`src/sv/hmm_forward_pairwise_filter_assert.svh`:
```
// Assertion macros for the HMM forward filter.
`ifndef HMM_FORWARD_PAIRWISE_FILTER_ASSERT_SVH
`define HMM_FORWARD_PAIRWISE_FILTER_ASSERT_SVH

// Same-cycle implication, sampled on clk and idle while rst is high.
`define HFPF_ASSERT_NOW(label, ante, cons, msg) \
  label: assert property (@(posedge clk) disable iff (rst) (ante) |-> (cons)) \
    else $error(msg);

// Next-cycle implication, sampled on clk and idle while rst is high.
`define HFPF_ASSERT_NEXT(label, ante, cons, msg) \
  label: assert property (@(posedge clk) disable iff (rst) (ante) |=> (cons)) \
    else $error(msg);

`endif

```
`src/sv/hfpf_pkg.sv`:
```
// Shared types, widths and codes of the HMM forward filter.
`timescale 1ns / 1ps
package hfpf_pkg;
  localparam int PROB_W = 16;
  localparam int PROD_W = 48;
  localparam int SUM_W  = 54;
  localparam int QUO_W  = 17;
  localparam int ACC_W  = 19;
  localparam int MUL_A_W = 32;

  typedef logic [PROB_W-1:0] prob_t;
  typedef logic [PROD_W-1:0] prod_t;
  typedef logic [SUM_W-1:0]  sum_t;
  typedef logic [QUO_W-1:0]  quo_t;

  localparam logic [2:0] ACT_LOAD_PRIOR = 3'd0;
  localparam logic [2:0] ACT_LOAD_TRANS = 3'd1;
  localparam logic [2:0] ACT_LOAD_EMIS  = 3'd2;
  localparam logic [2:0] ACT_OBS_FIRST  = 3'd3;
  localparam logic [2:0] ACT_OBS_NEXT   = 3'd4;

  typedef struct packed {
    logic start;
    logic busy;
  } div_ctl_t;
endpackage

```
`src/sv/hfpf_mul.sv`:
```
// Shared registered multiplier of the HMM forward filter.
`timescale 1ns / 1ps
module hfpf_mul
  import hfpf_pkg::*;
(
  input  logic               clk,
  input  logic               en,
  input  logic [MUL_A_W-1:0] a,
  input  prob_t              b,
  output prod_t              p
);
  always_ff @(posedge clk) begin
    if (en) begin
      p <= PROD_W'(a) * PROD_W'(b);
    end
  end
endmodule

```
`config.mk`:
```
export PLATFORM = sky130hd
export DESIGN_NAME = hfpf_mul
export DESIGN_NICKNAME = d
export VERILOG_FILES = /design/src/sv/hmm_forward_pairwise_filter_assert.svh /design/src/sv/hfpf_pkg.sv /design/src/sv/hfpf_mul.sv
export SDC_FILE = /design/constraint.sdc
export NUM_CORES = 1
export LEC_CHECK = 0
export BUFFER_PORTS_ARGS = -buffer_cell sky130_fd_sc_hd__buf_2
export CORE_MARGIN = 4
export CORE_UTILIZATION = 45
export DETAILED_ROUTE_END_ITERATION = 12
export PLACE_DENSITY_LB_ADDON = 0.12
export SETUP_SLACK_MARGIN = 0.3
export SLEW_MARGIN = 20
export SYNTH_ARGS = -nofsm -noshare
export SYNTH_HDL_FRONTEND = slang
export SYNTH_SLANG_ARGS = --single-unit
```
`constraint.sdc`:
```
create_clock -name clk -period 7.7 [get_ports clk]
set_input_delay 1.54 -clock clk [delete_from_list [all_inputs] [get_ports clk]]
set_output_delay 1.54 -clock clk [all_outputs]
set_load 0.005 [all_outputs]
```
==> impl_metrics.json <==
{
  "run_status": "completed",
  "die_y_um": 207,
  "die_w_um": 207,
  "dp_hpwl_um": 39100,
  "cp_max_fo": 23,
  "num_io_pins": 98,
  "hold_viol": 0,
  "drt-total-wl_um": 46800,
  "reg.largest.list": "p: 48 flops",
  "grt_pass1_vias": 14711,
  "critPathCaptureType": "flip-flop",
  "period_minus_slack_ns": 7.24,
  "ys_seq_area_share_pct": 8.12,
  "avgViaCountPerCell": 5.21,
  "cts_tree": "done",
  "overflow": 0,
  "grt_usage_pct": 22.8,
  "cts-root-buf": "clkbuf_16",
  "largest_reg_flops": 48,
  "remaining_drc_errors": 0,
  "synth.distinct_cells": 51,
  "grt_max_degree": 49,
  "areaGrowthSynthToFinish_pct": 8.69,
  "initial_core_util_pct": 45.7,
  "grt_first_pass_wirelength_um": 77200,
  "syn_nets": 2535,
  "regMostFlops": "p",
  "min_path_type": "input port to flip-flop",
  "ys.flop_type": "edfxtp_1",
  "final_cell_mix": "inv_1, fa_1, nand2_1",
  "fin_util_pct": 49.7,
  "via_count": 13212,
  "cp.arrival_ns": 7.29,
  "drt_pre_antenna_iters": 5,
  "cts_buffers": 5,
  "drive_gt1_share_pct": 9.22,
  "postRouteAntennaNets": 0,
  "worstMarginPinSlew_ns": 0.718,
  "synth_area_per_cell_um2": 9.12,
  "clock_sinks": 48,
  "syn-instance-count": 1947,
  "ys_seq_elements": 48,
  "wire_per_inst_um": 18.5,
  "n_antenna_cell": 0,
  "globalplace.congestion": 0.900,
  "holdBufCountCts": 0,
  "core_area_um2": 38800,
  "hold_end": "p[38]",
  "portBuffers": 97,
  "drv_cap": 0,
  "drt_iter0_markers": 691,
  "timing.fmax_ghz": 0.138,
  "period_share_pct": 94.0,
  "holdPathStages": 1,
  "placementRows": 72,
  "worst_ep_required_time_ns": 7.74,
  "critPathKind": "input port to flip-flop",
  "maxSlewViolCount": 0,
  "die-area_um2": 42700,
  "hp-start": "en",
  "synth_edf_count": 48,
  "h-tree-depth": 2,
  "start_kind": "input port",
  "yosysWarningCount": 0,
  "rsz0062_at_grt": "no",
  "grt_antenna_before_repair": 0,
  "clock_path_buffers": 2,
  "async_flop_share_pct": 0,
  "slew_headroom_pct": 52.1,
  "finalSetupViolCount": 0,
  "layout_commonest_cell": "inv_1",
  "hold-worst-slack_ns": 1.78,
  "synth_area_um2": 17800,
  "clk_pin_slew_ns": 0.06,
  "fin_nets": 2605
}
-- timing repair --
| action | 4_1_cts | 5_1_grt |
|---|---|---|
| buffers inserted | 1 | 3 |
| gates resized for setup | 9 | 31 |
| setup endpoints to repair | 2 | 13 |
| cloned | 0 | 1 |
| pin swaps | 1 | 6 |
-- critical path, cell delays in order --
cell	delay [ns]
buf_4	0.26
buf_4	0.25
nand2_1	0.09
fa_1	0.50
fa_1	0.46
fa_1	0.45
fa_1	0.49
inv_1	0.05
fa_1	0.54
fa_1	0.41
ha_1	0.31
a21oi_1	0.27
o21ai_0	0.15
a31oi_1	0.26
a21oi_2	0.14
o31ai_4	0.28
o41ai_2	0.09
buf_4	0.16
buf_4	0.13
buf_4	0.13
a31oi_1	0.20
xnor2_1	0.09
-- per-stage QoR --
stage               setup TNS (ns)  instance area [um^2]  cells  setup slack (ns)
finish                           0                 19300   2535             0.459
global route                     0                 19300   2535             0.266
CTS                              0                 19200   2531             0.315
detailed placement          -0.146                 19000   2523            -0.110
global placement            -0.149                 19000   2523            -0.147
floorplan                        0                 17800   1947             0.533
-- cell usage after synthesis (2+ instances only) --
cell type	number	area (um^2)
o41ai_2	2	32.5
nand2b_1	4	25.0
a21boi_1	2	15.0
ha_1	120	1500
buf_2	4	20.0
xnor2_1	31	272
o21ai_0	27	135
a2bb2oi_1	2	17.5
nand4_1	10	62.6
o31ai_2	2	25.0
and4_1	2	17.5
a21o_1	18	135
a31oi_1	11	68.8
a21oi_2	2	17.5
clkbuf_1	91	342
a21boi_0	2	15.0
nand3_1	8	40.0
nor2_1	24	90.1
a31o_2	3	26.3
nor2b_1	6	37.5
xor2_1	14	123
nand2_1	333	1250
and3_1	5	31.3
o21a_1	4	30.0
edfxtp_1	48	1440
a21oi_1	51	255
o211ai_1	2	15.0
inv_1	449	1690
and2_1	215	1350
o21bai_1	11	82.6
nor4_1	3	18.8
nor3_1	5	25.0
fa_1	418	8370
-- worst max path at each step --
stage | startpoint | endpoint | slack (ns) | cells after the start
floorplan | b[7] | p[47] | 0.53 | 24
global placement | b[10] | p[42] | -0.15 | 21
detailed placement | b[4] | p[42] | -0.11 | 22
CTS | a[15] | p[46] | 0.32 | 22
global route | b[2] | p[46] | 0.27 | 22
finish | b[2] | p[46] | 0.46 | 22
-- final cells by class --
type,instances,area (um^2)
fill,3756,19500
multi-input combinational,1355,14300
inverter,449,1690
sequential,48,1440
timing repair buffer,158,1090
tap,518,648
clock buffer,6,129
clock inverter,1,5.00
-- per-layer routing --
metal | wire length [um] | vias to the layer above | global-route usage [%]
li1 | - | 5878 | -
met1 | 19300 | 6954 | 29.8
met2 | 24800 | 328 | 41.7
met3 | 1940 | 52 | 2.48
met4 | 778 | 0 | 3.73
met5 | 0 | - | 0
-- logic make-up (layout without fill, tap and decap cells) --
family | Yosys count | in the layout | share of synthesized area, %
AOI/OAI and AO/OA | 152 | 152 | 5.71
adders and majority gates | 538 | 538 | 55.6
xor gates and xnor gates | 45 | 45 | 2.22
buffers and inverters | 544 | 614 | 11.5
and+or+nand+nor | 620 | 620 | 16.9
DFF | 48 | 48 | 8.12
Power is not shown: default switching activity piles up to over one toggle a cycle in this logic, so the estimate is an artifact.
