==> config.mk <==
export PLATFORM = sky130hd
export DESIGN_NAME = hfpf_div
export DESIGN_NICKNAME = d
export VERILOG_FILES = /design/src/sv/hmm_forward_pairwise_filter_assert.svh /design/src/sv/hfpf_pkg.sv /design/src/sv/hfpf_div.sv
export SDC_FILE = /design/constraint.sdc
export NUM_CORES = 1
export LEC_CHECK = 0
export BUFFER_PORTS_ARGS = -buffer_cell sky130_fd_sc_hd__buf_2
export CORE_UTILIZATION = 40
export DETAILED_ROUTE_END_ITERATION = 8
export PLACE_DENSITY = 0.6
export SLEW_MARGIN = 40
export SYNTH_ARGS = -nofsm -noshare
export SYNTH_HDL_FRONTEND = slang
export SYNTH_SLANG_ARGS = --single-unit
export TNS_END_PERCENT = 5
==> constraint.sdc <==
create_clock -name clk -period 2.9 [get_ports clk]
set_input_delay 0.29 -clock clk [delete_from_list [all_inputs] [get_ports clk]]
set_output_delay 0.29 -clock clk [all_outputs]
set_load 0.01 [all_outputs]
==> src/sv/hmm_forward_pairwise_filter_assert.svh <==
// Assertion macros for the HMM forward filter.
`ifndef HMM_FORWARD_PAIRWISE_FILTER_ASSERT_SVH
`define HMM_FORWARD_PAIRWISE_FILTER_ASSERT_SVH

// Same-cycle implication, sampled on clk and idle while rst is high.
`define HFPF_ASSERT_NOW(label, ante, cons, msg) \
  label: assert property (@(posedge clk) disable iff (rst) (ante) |-> (cons)) \
    else $error(msg);

// Next-cycle implication, sampled on clk and idle while rst is high.
`define HFPF_ASSERT_NEXT(label, ante, cons, msg) \
  label: assert property (@(posedge clk) disable iff (rst) (ante) |=> (cons)) \
    else $error(msg);

`endif

==> src/sv/hfpf_pkg.sv <==
// Shared types, widths and codes of the HMM forward filter.
`timescale 1ns / 1ps
package hfpf_pkg;
  localparam int PROB_W = 16;
  localparam int PROD_W = 48;
  localparam int SUM_W  = 54;
  localparam int QUO_W  = 17;
  localparam int ACC_W  = 19;
  localparam int MUL_A_W = 32;

  typedef logic [PROB_W-1:0] prob_t;
  typedef logic [PROD_W-1:0] prod_t;
  typedef logic [SUM_W-1:0]  sum_t;
  typedef logic [QUO_W-1:0]  quo_t;

  localparam logic [2:0] ACT_LOAD_PRIOR = 3'd0;
  localparam logic [2:0] ACT_LOAD_TRANS = 3'd1;
  localparam logic [2:0] ACT_LOAD_EMIS  = 3'd2;
  localparam logic [2:0] ACT_OBS_FIRST  = 3'd3;
  localparam logic [2:0] ACT_OBS_NEXT   = 3'd4;

  typedef struct packed {
    logic start;
    logic busy;
  } div_ctl_t;
endpackage

==> src/sv/hfpf_div.sv <==
// Restoring divider producing one quotient bit per cycle.
`timescale 1ns / 1ps
module hfpf_div
  import hfpf_pkg::*;
(
  input  logic  clk,
  input  logic  rst,
  input  logic  start,
  input  prod_t dividend,
  input  sum_t  divisor,
  output logic  busy,
  output quo_t  quot
);
  localparam int CNT_W = $clog2(QUO_W + 1);

  logic [SUM_W:0]   rem;
  logic [CNT_W-1:0] cnt;
  logic             ge;
  logic [SUM_W:0]   diff;
  logic [SUM_W:0]   sel;

  assign ge   = rem >= (SUM_W+1)'(divisor);
  assign diff = rem - (SUM_W+1)'(divisor);
  assign sel  = ge ? diff : rem;
  assign busy = cnt != '0;

  // The remainder stays below the divisor after every step, so the shift fits.
  always_ff @(posedge clk) begin
    if (rst) begin
      cnt <= '0;
    end else if (start) begin
      cnt <= CNT_W'(QUO_W);
    end else if (busy) begin
      cnt <= cnt - 1'b1;
    end
  end

  always_ff @(posedge clk) begin
    if (start) begin
      rem  <= (SUM_W+1)'(dividend);
      quot <= '0;
    end else if (busy) begin
      rem  <= {sel[SUM_W-1:0], 1'b0};
      quot <= {quot[QUO_W-2:0], ge};
    end
  end
endmodule
==> impl_metrics.toml <==
[sta]
hold_violations = 0
slew_headroom_pct = 46.3
setup_viol = 52
tightest_slew_ps = 804
setup_slack_ps = -156
slew_violations = 0
rsz0062_at_grt = "yes"
finalCritPeriodShare_pct = 105
post-route-min-period_ps = 3060
clock_skew_ps = 12.4
finalHoldWorstSlack_ps = 156
finalSetupTns_ps = -3040
fmax_mhz = 327

[grt]
grt_pass1_wl_mm = 36.9
grt_max_degree = 49
gr-total-overflow = 0
first_global_vias = 7641
grt_usage_pct = 24.7
antenna_found_initial = 0

[power_and_ir_drop]
p_int_mw = 6.03
p_leak_nw = 4.60
p_switching_mw = 4.96
peakVddDrop_mv = 0.505
switching_share_pct = 45.1
seq_power_share_pct = 17.8
p_total_mw = 11.0
p_clk_share_pct = 11.4
p_comb_share_pct = 70.8
p_per_area_mw_per_mm2 = 1100

[synthesis]
synth_top_area_share_pct = 19.6
yosysSeqAreaShare_pct = 27.5
ys_top_cells_by_area = "edfxtp_1 (20%), ha_1 (9.5%), nand2_1 (8.6%)"
ys.warnings.count = 0
netlist_area_mm2 = 0.00737
syn_area_per_cell_um2 = 7.52
synth_area_leader_cell = "edfxtp_1"
synth_cells = 979
synth_ff_type = "edfxtp_1"
ys_ff_latch = 77
syn_nets = 1141
synth_edf_count = 48
async_reset_ff_share_pct = 0
synth_cell_types = 78

[outcome]
violations = "negative setup slack"
status = "finished, violations left"

[worst_setup_path]
worstPathMaxFanout = 8
crit_required_ps = 3020
cp.arrival_ps = 3180
critPathKind = "reg2reg"
crit_path_end_kind = "flop"
start_kind = "flop"

[routing]
drt-initial-drc-count = 543
num_vias = 7883
drcViolationCount = 0
ant_nets = 0
viasPerCell = 5.47
routed_wirelength_mm = 22.5
dr.pass1.iters = 5
wl_per_cell_um = 15.7

[flow_run]
drv_cap = 0

[floorplan]
die-area_mm2 = 0.0190
die_w_um = 138
io-pin-count = 123
core_mm2 = 0.0180
die_h_um = 138
start_util_pct = 40.9
num_rows = 49

[placed_design]
place.gp.congestion = 0.913
dp_hpwl_mm = 16.7
port_buffers = 122

[clocking]
clockBufferDepth = 2
clock-sinks = 77
cts_tree = "yes"
insertion_delay_ps = 360
path_clk_slew_ps = 70
cts_root_buf = "clkbuf_16"
h-tree-depth = 3
cts_made_buffers = 9

[layout]
antenna_cells = 0
area_delta_synth_final_pct = 35.8
nets = 1368
fill_cells = 1756
drive_gt1_share_pct = 30.4

[hold_path]
worst_hold_path_type = "in2reg"
## worst max-delay path: stages (launching register included)
cell,delay (ps)
edfxtp_1,440
ha_1,330
buf_4,150
nand3_1,90
nor2_1,200
and3_1,220
nand2_1,110
o41ai_2,320
a211o_1,280
a21o_4,170
buf_12,110
buf_16,100
o21ai_0,80
a31o_2,210
## through the flow
step / cells / cell area (um2) / setup slack [ps] / utilization (%)
after floorplan: 979 / 7370 / -23.3 / -
after CTS: 1438 / 9930 / -102 / 55.1
after detailed placement: 1407 / 9090 / -516 / 50.4
after global placement: 1407 / 9090 / -439 / 50.4
final: 1440 / 10000 / -156 / 55.5
after global routing: 1440 / 10000 / -285 / 55.5
## state kept, by name, indices dropped and copies added, names as in the netlist
signal,flops
cnt,5
rem,55
quot,17
## logic make-up (layout without fill, tap and decap cells)
| logic type | count (synthesis) | in the layout | share of synthesized area [%] |
|---|---|---|---|
| simple gates | 366 | 366 | 22.6 |
| xor+xnor | 46 | 46 | 5.47 |
| flops | 77 | 77 | 27.5 |
| fa+ha+maj | 57 | 57 | 9.78 |
| mux | 10 | 10 | 1.39 |
| buf+inv | 137 | 368 | 7.63 |
| compound gates | 286 | 287 | 25.7 |
## cell type report
type	count	area, um2	area share, %
Clock inverter	5	45.0	0.450
Clock buffer	11	275	2.75
Inverter	76	285	2.85
Multi-Input combinational cell	766	5200	52.0
Tap cell	229	287	2.87
Timing Repair Buffer	276	1880	18.8
Sequential cell	77	2020	20.2
## repair_timing
action	CTS	global route
hold buffers	0	0
pin swaps	48	17
gates resized for setup	68	13
buffers inserted	15	1
endpoints found under the setup margin	55	55
gates cloned	1	1
## metal layers
metal | up-vias | GRT usage, % | share of wire (%) | wire (um)
li1 | 3955 | - | - | -
met5 | - | 0 | 0 | 0
met4 | 0 | 8.09 | 1.8 | 417
met2 | 189 | 41.5 | 46 | 10500
met1 | 3704 | 31.9 | 47 | 10600
met3 | 35 | 4.12 | 4.8 | 1070
## cells in the mapped netlist (4+ instances only)
cell type,instances
a31oi_1,41
mux2i_1,8
inv_1,75
o22ai_1,5
o21ai_0,36
a21oi_1,87
nand2_1,169
ha_1,56
xor2_1,18
buf_4,4
nor3_1,15
nand3_1,24
o21ai_1,6
nor4_1,7
a211oi_1,7
nand4_1,15
clkbuf_1,40
xnor2_1,28
o21a_1,5
buf_2,13
a21boi_0,4
nand2b_1,12
and2_1,5
a21o_1,31
and3_1,16
dfxtp_1,29
edfxtp_1,48
or3_1,4
nor2_1,82
o21bai_1,9
## path summary, 6_finish.rpt
path / cells after the start / startpoint / end / slack [ps]
hold / removal: 2 / rst / cnt[0] / 160
hold reg to reg: 2 / quot[16] / quot[16] / 460
setup / recovery: 13 / rem[40] / rem[41] / -160
setup reg to reg: 13 / rem[40] / rem[41] / -160
## power by group through the flow
stage	Clock, mW	Sequential [mW]	Combinational [mW]
after global routing	1.32	2.00	8.54
after floorplan	0	1.86	4.51
final	1.26	1.95	7.78
after detailed placement	0	1.93	6.91
after CTS	1.28	1.94	7.57
after global placement	0	1.93	6.86
## placed cells by master, fill, tap and decap left out, types with 15 or more instances in the layout
master / instances
a31oi_1: 41
buf_2: 122
ha_1: 46
xnor2_1: 28
xor2_1: 17
edfxtp_1: 48
and3_1: 16
nor3_1: 15
inv_1: 72
a21oi_1: 83
dfxtp_1: 29
buf_4: 141
nand3_1: 23
nand2_1: 165
nor2_1: 80
o21ai_0: 28
a21o_1: 30
nand4_1: 15
Note: power is estimated with default switching activity, not from simulation.
